[src/sv/gbr_pkg.sv]
// ----------------------------------------------------------------------------
// gbr_pkg
// Shared widths, register indexes, reset values and the token type of the
// 3x3 rgb blur.
// ----------------------------------------------------------------------------
`default_nettype none

package gbr_pkg;

  localparam int PIX_W     = 8;
  localparam int RGB_W     = 3 * PIX_W;
  localparam int COEF_W    = 16;
  localparam int FRAC_W    = 16;
  localparam int IMG_W_W   = 12;
  localparam int IMG_H_W   = 13;
  localparam int NUM_BUF   = 4;
  localparam int BUF_W     = 2;
  localparam int TAPS      = 3;
  localparam int LANES     = 3;
  localparam int SUM4_W    = PIX_W + 2;
  localparam int ACC_W     = SUM4_W + COEF_W + 2;
  localparam int CFG_IDX_W = 3;

  localparam logic [CFG_IDX_W-1:0] REG_IMAGE_WIDTH  = 3'd0;
  localparam logic [CFG_IDX_W-1:0] REG_IMAGE_HEIGHT = 3'd1;
  localparam logic [CFG_IDX_W-1:0] REG_COEF_CENTER  = 3'd2;
  localparam logic [CFG_IDX_W-1:0] REG_COEF_EDGE    = 3'd3;
  localparam logic [CFG_IDX_W-1:0] REG_COEF_CORNER  = 3'd4;

  localparam logic [IMG_W_W-1:0] IMAGE_WIDTH_RST  = 12'd1920;
  localparam logic [IMG_H_W-1:0] IMAGE_HEIGHT_RST = 13'd1080;
  localparam logic [COEF_W-1:0]  COEF_CENTER_RST  = 16'd21287;
  localparam logic [COEF_W-1:0]  COEF_EDGE_RST    = 16'd7672;
  localparam logic [COEF_W-1:0]  COEF_CORNER_RST  = 16'd2765;

  // per output pixel: frame end flag and line buffer of each window row
  typedef struct packed {
    logic                         last;
    logic [TAPS-1:0][BUF_W-1:0]   row_sel;
  } tok_t;

endpackage

`default_nettype wire

[src/sv/gbr_lane.sv]
// ----------------------------------------------------------------------------
// gbr_lane
// One color channel of the blur: neighbor sums, coefficient products, then
// Q0.16 truncation and saturation to 8 bits.
// ----------------------------------------------------------------------------
`default_nettype none

module gbr_lane (
  input  wire logic                                     clk,
  input  wire logic                                     en_sum,
  input  wire logic                                     en_mul,
  input  wire logic [gbr_pkg::COEF_W-1:0]               coef_center,
  input  wire logic [gbr_pkg::COEF_W-1:0]               coef_edge,
  input  wire logic [gbr_pkg::COEF_W-1:0]               coef_corner,
  input  wire logic [gbr_pkg::PIX_W-1:0]                pix_c,
  input  wire logic [3:0][gbr_pkg::PIX_W-1:0]           pix_e,
  input  wire logic [3:0][gbr_pkg::PIX_W-1:0]           pix_k,
  output logic      [gbr_pkg::PIX_W-1:0]                res
);

  localparam int SW  = gbr_pkg::SUM4_W;
  localparam int PCW = gbr_pkg::PIX_W + gbr_pkg::COEF_W;
  localparam int PSW = SW + gbr_pkg::COEF_W;
  localparam int AW  = gbr_pkg::ACC_W;
  localparam int QW  = AW - gbr_pkg::FRAC_W;

  logic [gbr_pkg::PIX_W-1:0] c_r;
  logic [SW-1:0]             e_r;
  logic [SW-1:0]             k_r;
  logic [PCW-1:0]            pc_r;
  logic [PSW-1:0]            pe_r;
  logic [PSW-1:0]            pk_r;
  logic [AW-1:0]             acc;
  logic [QW-1:0]             scaled;

  always_ff @(posedge clk) begin
    if (en_sum) begin
      c_r <= pix_c;
      e_r <= SW'(pix_e[0]) + SW'(pix_e[1]) + SW'(pix_e[2]) + SW'(pix_e[3]);
      k_r <= SW'(pix_k[0]) + SW'(pix_k[1]) + SW'(pix_k[2]) + SW'(pix_k[3]);
    end
    if (en_mul) begin
      pc_r <= PCW'(c_r) * PCW'(coef_center);
      pe_r <= PSW'(e_r) * PSW'(coef_edge);
      pk_r <= PSW'(k_r) * PSW'(coef_corner);
    end
  end

  always_comb begin
    acc    = AW'(pc_r) + AW'(pe_r) + AW'(pk_r);
    scaled = acc[AW-1:gbr_pkg::FRAC_W];
    if (|scaled[QW-1:gbr_pkg::PIX_W]) begin
      res = '1;
    end else begin
      res = scaled[gbr_pkg::PIX_W-1:0];
    end
  end

endmodule

`default_nettype wire

[config.mk]
export PLATFORM = sky130hd
export DESIGN_NAME = gbr_lane
export DESIGN_NICKNAME = d
export VERILOG_FILES = /design/src/sv/gbr_pkg.sv /design/src/sv/gbr_lane.sv
export SDC_FILE = /design/constraint.sdc
export NUM_CORES = 1
export LEC_CHECK = 0
export BUFFER_PORTS_ARGS = -buffer_cell sky130_fd_sc_hd__clkbuf_2
export CORE_ASPECT_RATIO = 0.8
export CORE_MARGIN = 5
export CORE_UTILIZATION = 40
export DETAILED_ROUTE_END_ITERATION = 10
export PLACE_DENSITY_LB_ADDON = 0.08
export SYNTH_ARGS = -nofsm -noshare
export SYNTH_HDL_FRONTEND = slang
export SYNTH_SLANG_ARGS = --single-unit
[constraint.sdc]
create_clock -name clk -period 8.48 [get_ports clk]
set_input_delay 1.696 -clock clk [delete_from_list [all_inputs] [get_ports clk]]
set_output_delay 1.696 -clock clk [all_outputs]
set_load 0.05 [all_outputs]
# == Yosys cells after proc, flatten, opt, wreduce, memory -nomap -nowiden ==
# Cells that the tools add are included.
# totals
regBits,104
elab_cells,19
output_inout_bits,8
in_bits,123
# op_classes
addsub,8
n_reduce_logical,1
muxes,1
mul,3
# ops
op,count
$mul A10 B16 Y26,2
$add A27 B26 Y28,1
$add A24 B26 Y27,1
$mul A8 B16 Y24,1
$add A10 B8 Y10,2
$add A9 B8 Y10,2
$add A8 B8 Y9,2
$mux W8,1
$reduce_or A4 Y1,1

# == Depth between registers and ports, before layout ==
# logic_depth
word_depth,4
mapped_depth,22
mapped_depth_nobuf,20

# == Worst setup path after synthesis ==
# No wires, ideal clock.
# synth_timing
path_type,input to register
from,input port coef_corner[8] (netlist name)
to,register pk_r[24] (data pin)
setup_ps,259
arrival_ps,6352
required_time_ps,8221
cell_stages,19
path_buffers,1
setup_slack_ps,1869
cell_sequence,clkbuf_1 -> nand2_1 -> fa_1 -> inv_1 -> fa_1 -> inv_1 -> fa_1 -> fa_1 -> fa_1 -> inv_1 -> ha_1 -> a21o_1 -> a21oi_1 -> o21ai_0 -> a41oi_1 -> a211oi_1 -> o31ai_1 -> o21ai_0 -> xnor2_1
# synth_between
elab_chain_len,1
# synth_lines
item,line_no,rtl
"start, declared",gbr_lane.sv:14,"input wire logic [gbr_pkg::COEF_W-1:0] coef_corner,"
$mul A10 B16 Y26,gbr_lane.sv:45,pk_r <= PSW'(k_r) * PSW'(coef_corner);
"end signal, assigned",gbr_lane.sv:45,
"end, declared",gbr_lane.sv:32,logic [PSW-1:0] pk_r;
# Every way passes these cells.
# A chain may end at the register's enable or synchronous reset.

# == Final worst setup path ==
# Ends and elaborated chain as after synthesis.

==> results.json <==
{
  "run_status": "finished clean",
  "drt-total-wl_um": 45200,
  "fp.coreArea_um2": 48600,
  "path_cells": "clkbuf_2 > nand2_1 > fa_1 > inv_1 > fa_1 > inv_1 > fa_1 > fa_1 > fa_1 > inv_1 > ha_1 > a21o_1 > a21oi_1 > o21ai_0 > a41oi_1 > a211oi_1 > o31ai_1 > o21ai_0 > xnor2_1",
  "yosysWarnings": 0,
  "area_delta_synth_final_pct": 7.74,
  "via_per_inst": 5.02,
  "place.gp.congestion": 0.802,
  "hold_violations": 0,
  "ios": 131,
  "worstSetupPathType": "in2reg",
  "start_kind": "input port",
  "hold_class": "reg2reg",
  "antenna_violating_nets_post_route": 0,
  "yosysUniqueCellTypes": 60,
  "max_freq_ghz": 0.152,
  "required_ns": 8.61,
  "final.period_utilization_pct": 77.8,
  "cp_top_family": "adder cells",
  "htreeDepth": 3,
  "initial_utilization_pct": 40.6,
  "multi_input_area_um2": 15000,
  "crit_fanout": 10,
  "synth.avg_cell_area_um2": 9.88,
  "cts_tree": "done",
  "seq_area_um2": 3120,
  "rsz0062_at_grt": "no",
  "cts.hold.buffers_added": 0,
  "syn_area_um2": 19700,
  "grt_pass1_vias": 14800,
  "drtIter0Drc": 642,
  "syn-num-nets": 2686,
  "track_usage_pct": 17.7,
  "grt_pass1_wl_um": 76900,
  "clock-sinks": 104,
  "cts-root-buf": "clkbuf_16",
  "drive_gt1_share_pct": 7.79,
  "post-route-drc-count": 0,
  "slowest_stage": "fa_1",
  "die_h_um": 208,
  "fillers": 4734,
  "postCtsSetupBuffers": 0,
  "maxCapViolCount": 0,
  "final_cell_mix": "inv_1, fa_1, nand2_1, and2_1, ha_1",
  "firstDrtPassIters": 5,
  "endpoint_kind": "flip-flop",
  "die_w_um": 258,
  "fin_worst_skew_ns": 0.0103,
  "grt_overflow": 0,
  "holdWs_ns": 1.06,
  "worst-path-buf-inv": 4,
  "clkTransAtPathRegs_ns": 0.07,
  "cts_resized": 0,
  "dp_hpwl_um": 38400,
  "syn_inst": 1993,
  "tightest_slew_ns": 0.968,
  "synth.top_cell.area_share_pct": 36.5,
  "synth_top_cells_by_area": "fa_1, edfxtp_1, ha_1",
  "max_stage_delay_ns": 0.57,
  "antenna_found_initial": 1,
  "arrival_ns": 6.72,
  "nets": 2768,
  "slew_viol_final": 0,
  "clock_latency_ns": 0.37,
  "grt_max_degree": 77,
  "placed_cells": 2693,
  "clockBufferDepth": 2,
  "design.die.area_um2": 53800,
  "wl_per_cell_um": 16.7,
  "rows": 72,
  "synthFlopType": "edfxtp_1",
  "cpMostUsedCell": "fa_1",
  "vias": 13600,
  "synth-seq-cells": 104,
  "layout_commonest_cell": "inv_1",
  "fin_setup_tns_ns": 0,
  "yosysTopAreaCell": "fa_1",
  "yosysSeqAreaShare_pct": 15.9,
  "synth_edf_count": 104,
  "slew_headroom_pct": 35.4,
  "portBuffers": 130,
  "min_period_ns": 6.59,
  "async_flop_share_pct": 0,
  "finalNonFillerCells": 2710,
  "numCtsBuffers": 9,
  "finalSetupViolCount": 0
}
[synthesized netlist by cell type, drive strengths merged (2+ instances only)]
library cell and count:
a2111oi 3, a211oi 9, a21o 35, a21oi 68
a221oi 2, a311oi 4, a31o 2, a31oi 7
a41oi 2, and2 227, and3 12, clkbuf 58
edfxtp 104, fa 359, ha 211, inv 368
nand2 255, nand2b 7, nand3 19, nand4 6
nor2 34, nor2b 7, nor3 15, nor3b 2
nor4 2, o211ai 8, o21a 14, o21ai 38
o21bai 10, o221ai 3, o22ai 2, o311ai 4
o31ai 3, or3 3, or4 3, xnor2 55
xor2 20
[flip-flops by register name, indices dropped and copies added (netlist names)]
| signal | cells |
|---|---|
| pe_r | 26 |
| pk_r | 26 |
| pc_r | 24 |
| e_r | 10 |
| k_r | 10 |
| c_r | 8 |
[worst paths after layout]
kind | start | to | slack (ns) | cells after the start
setup / recovery | coef_corner[8] | pk_r[24] | 1.89 | 19
hold / removal | k_r[0] | pk_r[0] | 1.06 | 1
setup reg to reg | k_r[1] | pk_r[24] | 2.46 | 18
hold reg to reg | k_r[0] | pk_r[0] | 1.06 | 1
[routing by layer]
| metal | global-route usage, % | up-vias | routed length, um |
|---|---|---|---|
| li1 | - | 6437 | - |
| met1 | 25.8 | 6913 | 21900 |
| met2 | 28.1 | 216 | 20700 |
| met3 | 2.56 | 51 | 1660 |
| met4 | 4.12 | 0 | 930 |
| met5 | 0 | - | 0 |
[cell type report]
cell class                 count  share of cell area, %
clock buffer                   9                   1.06
timing repair buffer         130                   3.08
sequential                   104                   14.7
antenna                        1                 0.0118
tap                          629                   3.71
clock inverter                 7                  0.371
inverter                     368                   6.51
multi-input combinational   1462                   70.5
[per-stage QoR]
| stage | instance area, um2 | utilization, % | setup slack, ns |
|---|---|---|---|
| after floorplan | 19700 | - | 1.87 |
| after global placement | 20900 | 43.1 | 1.61 |
| after detailed placement | 20900 | 43.1 | 1.54 |
| after CTS | 21200 | 43.7 | 1.98 |
| after global routing | 21200 | 43.7 | 1.60 |
| final | 21200 | 43.7 | 1.89 |
[logic make-up (layout without fill, tap and decap cells)]
group,Yosys count,count (layout),synth area share [%]
other cells,0,1,0
compound gates,222,222,7.63
simple gates,594,594,15.1
fa+ha+maj,570,570,49.9
mux,1,1,0.0699
xor+xnor,75,75,3.33
buf+inv,427,514,8.14
flops,104,104,15.9
Power is left out: the tool's default activity adds up to more than one toggle a clock period on the data nets, which glitch-free logic cannot reach.
