`src/sv/gbr_pkg.sv`:
```
// ----------------------------------------------------------------------------
// gbr_pkg
// Shared widths, register indexes, reset values and the token type of the
// 3x3 rgb blur.
// ----------------------------------------------------------------------------
`default_nettype none

package gbr_pkg;

  localparam int PIX_W     = 8;
  localparam int RGB_W     = 3 * PIX_W;
  localparam int COEF_W    = 16;
  localparam int FRAC_W    = 16;
  localparam int IMG_W_W   = 12;
  localparam int IMG_H_W   = 13;
  localparam int NUM_BUF   = 4;
  localparam int BUF_W     = 2;
  localparam int TAPS      = 3;
  localparam int LANES     = 3;
  localparam int SUM4_W    = PIX_W + 2;
  localparam int ACC_W     = SUM4_W + COEF_W + 2;
  localparam int CFG_IDX_W = 3;

  localparam logic [CFG_IDX_W-1:0] REG_IMAGE_WIDTH  = 3'd0;
  localparam logic [CFG_IDX_W-1:0] REG_IMAGE_HEIGHT = 3'd1;
  localparam logic [CFG_IDX_W-1:0] REG_COEF_CENTER  = 3'd2;
  localparam logic [CFG_IDX_W-1:0] REG_COEF_EDGE    = 3'd3;
  localparam logic [CFG_IDX_W-1:0] REG_COEF_CORNER  = 3'd4;

  localparam logic [IMG_W_W-1:0] IMAGE_WIDTH_RST  = 12'd1920;
  localparam logic [IMG_H_W-1:0] IMAGE_HEIGHT_RST = 13'd1080;
  localparam logic [COEF_W-1:0]  COEF_CENTER_RST  = 16'd21287;
  localparam logic [COEF_W-1:0]  COEF_EDGE_RST    = 16'd7672;
  localparam logic [COEF_W-1:0]  COEF_CORNER_RST  = 16'd2765;

  // per output pixel: frame end flag and line buffer of each window row
  typedef struct packed {
    logic                         last;
    logic [TAPS-1:0][BUF_W-1:0]   row_sel;
  } tok_t;

endpackage

`default_nettype wire

```
`src/sv/gbr_ctrl.sv`:
```
// ----------------------------------------------------------------------------
// gbr_ctrl
// Input and output position counters, output readiness, line buffer write
// and window address generation (first pipeline stage).
// ----------------------------------------------------------------------------
`default_nettype none

module gbr_ctrl #(
  parameter int MAX_WIDTH = 2048
) (
  input  wire logic                                     clk,
  input  wire logic                                     rst_n,
  input  wire logic [gbr_pkg::IMG_W_W-1:0]              image_width,
  input  wire logic [gbr_pkg::IMG_H_W-1:0]              image_height,
  input  wire logic                                     in_valid,
  input  wire logic                                     stage_en,
  input  wire logic [gbr_pkg::PIX_W-1:0]                in_pixel_red,
  input  wire logic [gbr_pkg::PIX_W-1:0]                in_pixel_green,
  input  wire logic [gbr_pkg::PIX_W-1:0]                in_pixel_blue,
  input  wire logic                                     in_is_flush,
  output logic                                          wr_en,
  output logic      [gbr_pkg::BUF_W-1:0]                wr_buf,
  output logic      [$clog2(MAX_WIDTH)-1:0]             wr_col,
  output logic      [gbr_pkg::RGB_W-1:0]                wr_data,
  output logic                                          s1_valid,
  output logic      [gbr_pkg::TAPS-1:0][$clog2(MAX_WIDTH)-1:0] s1_col,
  output gbr_pkg::tok_t                                 s1_tok
);

  localparam int CW  = $clog2(MAX_WIDTH);
  localparam int CXW = CW + 1;
  localparam int WXW = (CXW > gbr_pkg::IMG_W_W) ? CXW : gbr_pkg::IMG_W_W;
  localparam int HW  = gbr_pkg::IMG_H_W;
  localparam int HXW = HW + 1;

  logic [CW-1:0]  col_cnt_r, col_cnt_nxt;
  logic [HW-1:0]  row_cnt_r, row_cnt_nxt;
  logic [CW-1:0]  out_col_r, out_col_nxt;
  logic [HW-1:0]  out_row_r, out_row_nxt;

  logic                                  s1_valid_r;
  logic [gbr_pkg::TAPS-1:0][CW-1:0]      s1_col_r;
  gbr_pkg::tok_t                         s1_tok_r;

  logic [WXW-1:0] w_ext;
  logic [CXW-1:0] eff_w;
  logic [HW-1:0]  eff_h;
  logic           accept;
  logic           take_pix;
  logic [CXW-1:0] col_inc;
  logic [CW-1:0]  col_a;
  logic [HW-1:0]  row_a;
  logic [HW-1:0]  cr, nr, r_up;
  logic [HXW-1:0] cr_inc;
  logic [CW-1:0]  cc, nc, c_l;
  logic [CXW-1:0] cc_inc;
  logic           out_rdy;
  logic           emit;
  logic [CXW-1:0] oc_inc;
  logic [CW-1:0]  oc_n;
  logic [HXW-1:0] or_n;
  logic           last;

  always_comb begin
    w_ext = WXW'(image_width);
    if (image_width == '0) begin
      eff_w = CXW'(1);
    end else if (w_ext > WXW'(MAX_WIDTH)) begin
      eff_w = CXW'(MAX_WIDTH);
    end else begin
      eff_w = CXW'(w_ext);
    end
    eff_h = (image_height == '0) ? HW'(1) : image_height;
  end

  assign accept   = in_valid && stage_en;
  // pixels past the end of the frame are dropped
  assign take_pix = accept && !in_is_flush && (row_cnt_r < eff_h);

  always_comb begin
    col_inc = CXW'(col_cnt_r) + CXW'(1);
    col_a   = col_cnt_r;
    row_a   = row_cnt_r;
    if (take_pix) begin
      if (col_inc >= eff_w) begin
        col_a = '0;
        row_a = row_cnt_r + HW'(1);
      end else begin
        col_a = col_inc[CW-1:0];
      end
    end
  end

  // window position, clamped to the image
  always_comb begin
    cr     = (out_row_r < eff_h) ? out_row_r : eff_h - HW'(1);
    cc     = (CXW'(out_col_r) < eff_w) ? out_col_r : CW'(eff_w - CXW'(1));
    cr_inc = HXW'(cr) + HXW'(1);
    nr     = (cr_inc < HXW'(eff_h)) ? cr_inc[HW-1:0] : eff_h - HW'(1);
    cc_inc = CXW'(cc) + CXW'(1);
    nc     = (cc_inc < eff_w) ? cc_inc[CW-1:0] : CW'(eff_w - CXW'(1));
    r_up   = (cr == '0) ? '0 : cr - HW'(1);
    c_l    = (cc == '0) ? '0 : cc - CW'(1);
  end

  assign out_rdy = (row_a > nr) || ((row_a == nr) && (col_a > nc));
  assign emit    = accept && out_rdy;

  always_comb begin
    oc_inc = CXW'(out_col_r) + CXW'(1);
    if (oc_inc >= eff_w) begin
      oc_n = '0;
      or_n = HXW'(out_row_r) + HXW'(1);
    end else begin
      oc_n = oc_inc[CW-1:0];
      or_n = HXW'(out_row_r);
    end
    last = (or_n >= HXW'(eff_h));
  end

  always_comb begin
    col_cnt_nxt = col_a;
    row_cnt_nxt = row_a;
    out_col_nxt = out_col_r;
    out_row_nxt = out_row_r;
    if (emit) begin
      out_col_nxt = oc_n;
      out_row_nxt = or_n[HW-1:0];
      // frame done: start over
      if (last) begin
        col_cnt_nxt = '0;
        row_cnt_nxt = '0;
        out_col_nxt = '0;
        out_row_nxt = '0;
      end
    end
  end

  always_ff @(posedge clk) begin
    if (!rst_n) begin
      col_cnt_r  <= '0;
      row_cnt_r  <= '0;
      out_col_r  <= '0;
      out_row_r  <= '0;
      s1_valid_r <= 1'b0;
    end else begin
      col_cnt_r <= col_cnt_nxt;
      row_cnt_r <= row_cnt_nxt;
      out_col_r <= out_col_nxt;
      out_row_r <= out_row_nxt;
      if (stage_en) begin
        s1_valid_r <= emit;
      end
    end
  end

  always_ff @(posedge clk) begin
    if (stage_en && emit) begin
      s1_col_r[0]         <= c_l;
      s1_col_r[1]         <= cc;
      s1_col_r[2]         <= nc;
      s1_tok_r.last       <= last;
      s1_tok_r.row_sel[0] <= r_up[gbr_pkg::BUF_W-1:0];
      s1_tok_r.row_sel[1] <= cr[gbr_pkg::BUF_W-1:0];
      s1_tok_r.row_sel[2] <= nr[gbr_pkg::BUF_W-1:0];
    end
  end

  assign wr_en    = take_pix;
  assign wr_buf   = row_cnt_r[gbr_pkg::BUF_W-1:0];
  assign wr_col   = col_cnt_r;
  assign wr_data  = {in_pixel_red, in_pixel_green, in_pixel_blue};
  assign s1_valid = s1_valid_r;
  assign s1_col   = s1_col_r;
  assign s1_tok   = s1_tok_r;

endmodule

`default_nettype wire

```
`config.mk`:
```
export PLATFORM = sky130hd
export DESIGN_NAME = gbr_ctrl
export DESIGN_NICKNAME = d
export VERILOG_FILES = /design/src/sv/gbr_pkg.sv /design/src/sv/gbr_ctrl.sv
export SDC_FILE = /design/constraint.sdc
export NUM_CORES = 1
export LEC_CHECK = 0
export BUFFER_PORTS_ARGS = -buffer_cell sky130_fd_sc_hd__buf_4
export CAP_MARGIN = 20
export CORE_MARGIN = 2
export CORE_UTILIZATION = 30
export CTS_CLUSTER_DIAMETER = 40
export CTS_CLUSTER_SIZE = 8
export DETAILED_ROUTE_END_ITERATION = 10
export PLACE_DENSITY_LB_ADDON = 0.2
export SYNTH_ARGS = -nofsm -noshare
export SYNTH_HDL_FRONTEND = slang
export SYNTH_SLANG_ARGS = --single-unit
```
`constraint.sdc`:
```
create_clock -name clk -period 12.9 [get_ports clk]
set_input_delay 2.58 -clock clk [delete_from_list [all_inputs] [get_ports clk]]
set_output_delay 2.58 -clock clk [all_outputs]
set_load 0.01 [all_outputs]
```
# After elaboration in Yosys (flattened, before gate mapping)
# Cells that the tools add are included.
# classes
n_reduce_logical	12
addsub	10
eq_ne	1
magnitude_cmp	11
n_mux	19
# op_table
cell	count
$mux 13	8
$mux 11	8
$add 11x1->12 const B	3
$add 13x1->14 const B	2
$logic_not 13->1	2
$lt 13x13->1	2
$ge 12x12->1	2
$mux 12	2
$sub 11x1->11 const B	2
$ge 14x13->1	1
$lt 14x13->1	1
$mux 14	1
$add 13x1->13 const B	1
$eq 13x13->1	1
$gt 13x13->1	1
$sub 13x1->13 const B	1
$gt 12x12->1 const B	1
$logic_not 12->1	1
$lt 11x12->1	1
$lt 12x12->1	1
$gt 11x11->1	1
$logic_not 11->1	1
$logic_and 1x1->1	6
$sub 2x1->2 const B	1
other kinds (2)	2
# totals
reg_bits	89
output_inout_bits	79
elab_cells	65
inputBits	54

# Depth between registers and ports, before layout
# logic_depth
word_depth	13
depth_mapped	42
depth_no_buf	36

# Worst setup path after synthesis
# OpenSTA, ideal clock, no wires.
# synth_timing
path_type	input -> register
startpoint	input image_width[4] (netlist bit)
endpoint	register out_row_r[7]
path_buffers	6
required_time_ps	12770
cell_stages	39
arrival_time_ps	11206
setup_time_ps	130
path_slack_ps	1564
path_cell_list	buf_2 -> or4_1 -> nor4_2 -> nor2_1 -> nor2_4 -> ha_1 -> nor2b_1 -> o211ai_1 -> a211oi_1 -> nor3_1 -> buf_2 -> buf_4 -> mux2i_1 -> ha_1 -> inv_1 -> a211oi_1 -> nand3_1 -> xor2_1 -> (+3 left out) -> o21ai_0 -> a311oi_1 -> nor2_1 -> o41ai_2 -> buf_2 -> mux2_2 -> ha_1 -> a21o_1 -> a21o_1 -> a21oi_1 -> a21oi_1 -> o21ai_0 -> o22a_1 -> clkbuf_1 -> inv_2 -> buf_1 -> a2bb2oi_1 -> o41ai_1
# synth_via
elab_chain_cells	12
word_cells_on_any_way	25
classes_between	add/sub (2); order compare (8); eq/ne (1); mux (10); reduce/logical (4)
# synth_rtl
element	line	rtl
start: declaration	gbr_ctrl.sv:13	input wire logic [gbr_pkg::IMG_W_W-1:0] image_width,
$gt 12x12->1	gbr_ctrl.sv:68	end else if (w_ext > WXW'(MAX_WIDTH)) begin
$mux 12	gbr_ctrl.sv:68	
$mux 12 *	gbr_ctrl.sv:66	if (image_width == '0) begin
$sub 11x1->11 or $lt 11x12->1 (tied branches)	gbr_ctrl.sv:97	cc = (CXW'(out_col_r) < eff_w) ? out_col_r : CW'(eff_w - CXW'(1));
$mux 11 *	gbr_ctrl.sv:97	
via cc[0]	gbr_ctrl.sv:55	logic [CW-1:0] cc, nc, c_l;
$add 11x1->12 *	gbr_ctrl.sv:100	cc_inc = CXW'(cc) + CXW'(1);
$lt 12x12->1	gbr_ctrl.sv:101	nc = (cc_inc < eff_w) ? cc_inc[CW-1:0] : CW'(eff_w - CXW'(1));
$mux 11 *	gbr_ctrl.sv:101	
$gt 11x11->1 *	gbr_ctrl.sv:106	assign out_rdy = (row_a > nr) || ((row_a == nr) && (col_a > nc));
$logic_and 1x1->1 *	gbr_ctrl.sv:106	
$logic_or 1x1->1 *	gbr_ctrl.sv:106	
$logic_and 1x1->1 *	gbr_ctrl.sv:107	assign emit = accept && out_rdy;
end signal: assignment	gbr_ctrl.sv:150	out_row_r <= out_row_nxt;
end: declaration	gbr_ctrl.sv:39	logic [HW-1:0] out_row_r, out_row_nxt;
# Mark *: on every way through the listed nets, which the timed path passes. The rest lies on a longest branch.
# A chain may end at the register's enable or synchronous reset.

# Worst setup path in the final report
# layout_timing
startpoint	input image_height[8] (netlist bit)
endpoint	register out_col_r[0]
# layout_via
elab_chain_cells	11
word_cells_on_any_way	20
classes_between	add/sub (2); order compare (6); eq/ne (1); mux (6); reduce/logical (5)
# layout_rtl
element	line	rtl
start: declaration	gbr_ctrl.sv:14	input wire logic [gbr_pkg::IMG_H_W-1:0] image_height,
$logic_not 13->1	gbr_ctrl.sv:73	eff_h = (image_height == '0) ? HW'(1) : image_height;
$mux 13 *	gbr_ctrl.sv:73	
parallel branches: the longest is 9 deep, another holds $add 13x1->14	n/a	
end signal: assignment	gbr_ctrl.sv:149	out_col_r <= out_col_nxt;
end: declaration	gbr_ctrl.sv:38	logic [CW-1:0] out_col_r, out_col_nxt;
# Every way passes the cells marked *.

==> impl_metrics.json <==
{
  "status": "finished, final reports clean",
  "gp_congestion": 0.844,
  "slowest_delay_ns": 0.54,
  "drive_above_1_share_pct": 13.1,
  "grt_pass1_wl_um": 44200,
  "critPathKind": "in2reg",
  "slew_viol_final": 0,
  "grtUsageTotal_pct": 16.8,
  "cp_max_fo": 32,
  "initial_core_util_pct": 30.3,
  "max_slew_margin_pct": 48.3,
  "cp-end-kind": "flop",
  "finalNetCount": 1317,
  "gr-total-overflow": 0,
  "cts_resized": 0,
  "top_level_ports": 133,
  "wirelength_um": 27400,
  "final-seq-area_um2": 2180,
  "clockBufferDepth": 2,
  "mostFrequentLayoutCells": "ha_1 (129), nand2_1 (107), buf_4 (96), a21oi_1 (72), nand3_1 (65)",
  "clk_pin_slew_ns": 0.08,
  "cts_setup_buffers": 0,
  "synthCells": 1099,
  "cts_tree": "built",
  "place_ws_ns": 1.91,
  "fin_crit_ns": 10.66,
  "die_height_um": 179,
  "die_w_um": 179,
  "worst_slack_ns": 2.24,
  "die_area_um2": 32200,
  "cts_sinks": 89,
  "synthArstFlopShare_pct": 0,
  "ys_ff_latch": 89,
  "hold_class": "reg2reg",
  "coreArea_um2": 30400,
  "dr_total_vias": 8207,
  "critPathLaunchType": "input pin",
  "critical_path_arrival_ns": 10.88,
  "p_leak_nw": 4.67,
  "place_hpwl_um": 21600,
  "rsz0062_at_grt": "false",
  "skew_ns": 0.0157,
  "drt_iter0_drc": 424,
  "powerDensity_nw_per_um2": 65.6,
  "ys.flop_type": "dfxtp_1",
  "ys_types": 77,
  "drv_cap": 0,
  "via_per_inst": 5.35,
  "post_cts_hold_buffer_count": 0,
  "grt_antenna_before_repair": 0,
  "syn_area_per_cell_um2": 8.40,
  "rows": 64,
  "drc": 0,
  "grt_pass1_vias": 7827,
  "h-tree-depth": 3,
  "num_antenna_cells": 0,
  "hold_viol_final": 0,
  "finalPower_mw": 0.681,
  "fillers": 3247,
  "seq_area_frac_synth_pct": 23.6,
  "synth_edf_count": 40,
  "fmax_mhz": 93.8,
  "timing.final.crit_share_pct": 82.6,
  "grt_max_degree": 36,
  "syn-num-nets": 1282,
  "yosysWarnings": 0,
  "synth_area_um2": 9230,
  "cp_common_cell": "a21o_1",
  "io_buffer_count": 84,
  "cts_buffers": 9,
  "area_growth_pct": 12.4,
  "multi_input_area_um2": 6460,
  "setup_viol_count_final": 0,
  "final.setup.tns_ns": 0,
  "cpMaxStageDelayCell": "nor3_1",
  "layout_commonest_cell": "ha_1",
  "max_slew.worst_pin.slew_ns": 0.768,
  "postRouteAntennaNets": 0,
  "wl_per_cell_um": 17.9,
  "root_buffer": "clkbuf_16",
  "vdd_drop_max_uv": 61.5,
  "clk-insertion-delay-late_ns": 0.36,
  "first_pass_iters": 5,
  "utilization_pct": 34.1,
  "worstPathRequired_ns": 13.12
}
==> stage by stage <==
step	instance area (um^2)	instances	hold slack [ns]
after CTS	10400	1535	0.520
after floorplan	9230	1099	0.479
after global placement	10100	1519	0.501
after detailed placement	10100	1519	0.508
after global routing	10400	1535	0.554
final	10400	1535	0.526
==> worst max-delay path: cells and delay by family <==
kind,cells,cell delay (ns)
compound gates,13,2.75
simple gates,7,1.92
buf+inv,5,1.12
fa+ha+maj,3,0.87
mux,2,0.87
xor+xnor,2,0.70
==> cell type report <==
type | count | share of cell area, %
multi-input combinational | 883 | 62.3
timing repair buffer | 96 | 6.94
inverter | 55 | 1.99
clock buffer | 12 | 2.69
sequential | 89 | 21.0
clock inverter | 4 | 0.289
tap | 396 | 4.77
==> logic make-up after synthesis <==
| logic type | count (synthesis) | synth area share (%) |
|---|---|---|
| adders and majority gates | 129 | 17.5 |
| AOI/OAI and AO/OA | 248 | 17.8 |
| DFF | 89 | 23.6 |
| and+or+nand+nor | 379 | 21.3 |
| xor gates and xnor gates | 67 | 6.35 |
| muxes | 60 | 6.76 |
| buffers and inverters | 127 | 6.64 |
==> cells in the mapped netlist, drive strengths merged (4+ instances only) <==
| cell type | instances | area, um^2 |
|---|---|---|
| ha | 129 | 1610 |
| nand2 | 107 | 402 |
| a21oi | 73 | 369 |
| nand3 | 66 | 335 |
| inv | 55 | 206 |
| nor2 | 51 | 199 |
| xnor2 | 51 | 447 |
| dfxtp | 49 | 981 |
| buf | 45 | 305 |
| mux2i | 44 | 444 |
| o21ai | 42 | 210 |
| edfxtp | 40 | 1200 |
| a21o | 30 | 225 |
| nand4 | 28 | 175 |
| clkbuf | 27 | 101 |
| and3 | 22 | 138 |
| nor3 | 19 | 106 |
| mux2 | 16 | 180 |
| xor2 | 16 | 140 |
| or3 | 14 | 87.6 |
| a31oi | 12 | 75.1 |
| nor4 | 12 | 96.3 |
| nand2b | 11 | 68.8 |
| or4 | 11 | 82.6 |
| nor2b | 10 | 62.6 |
| o31ai | 10 | 75.1 |
| a211oi | 9 | 67.6 |
| o21a | 9 | 67.6 |
| and2 | 7 | 43.8 |
| nor3b | 7 | 52.6 |
| o41ai | 7 | 68.8 |
| a2bb2oi | 6 | 52.6 |
| o211ai | 6 | 45.0 |
| o22ai | 6 | 37.5 |
| a31o | 5 | 43.8 |
| nor4b | 4 | 35.0 |
==> final timing paths <==
kind              startpoint            end  slack [ns]  cells past startpoint
max          image_height[8]   out_col_r[0]        2.24                     32
max reg2reg     out_row_r[8]   out_col_r[0]        4.42                     33
min            row_cnt_r[12]  row_cnt_r[12]        0.53                      2
min reg2reg    row_cnt_r[12]  row_cnt_r[12]        0.53                      2
==> where the power goes <==
group          internal, mW  total (mW)  switching (mW)  leakage, nW
registers             0.295       0.296         0.00122        0.781
clock network         0.155       0.278           0.122        0.149
logic                0.0401       0.108          0.0677         3.74
total                 0.490       0.681           0.191         4.67
==> registers in the layout, indices dropped and copies added (netlist names) <==
register   flops
out_col_r     11
out_row_r     13
s1_valid       1
wr_col        11
s1_tok         7
s1_col        33
row_cnt_r     13
==> metal layers <==
metal / global-route usage (%) / routed length [um] / vias to the layer above / share of wire [%]
li1: - / - / 4136 / -
met1: 23.2 / 13200 / 3840 / 48
met2: 27.5 / 12700 / 207 / 46
met3: 2.65 / 1130 / 24 / 4.1
met4: 4.03 / 424 / 0 / 1.5
met5: 0 / 0 / - / 0
(Power assumes the default switching activity.)
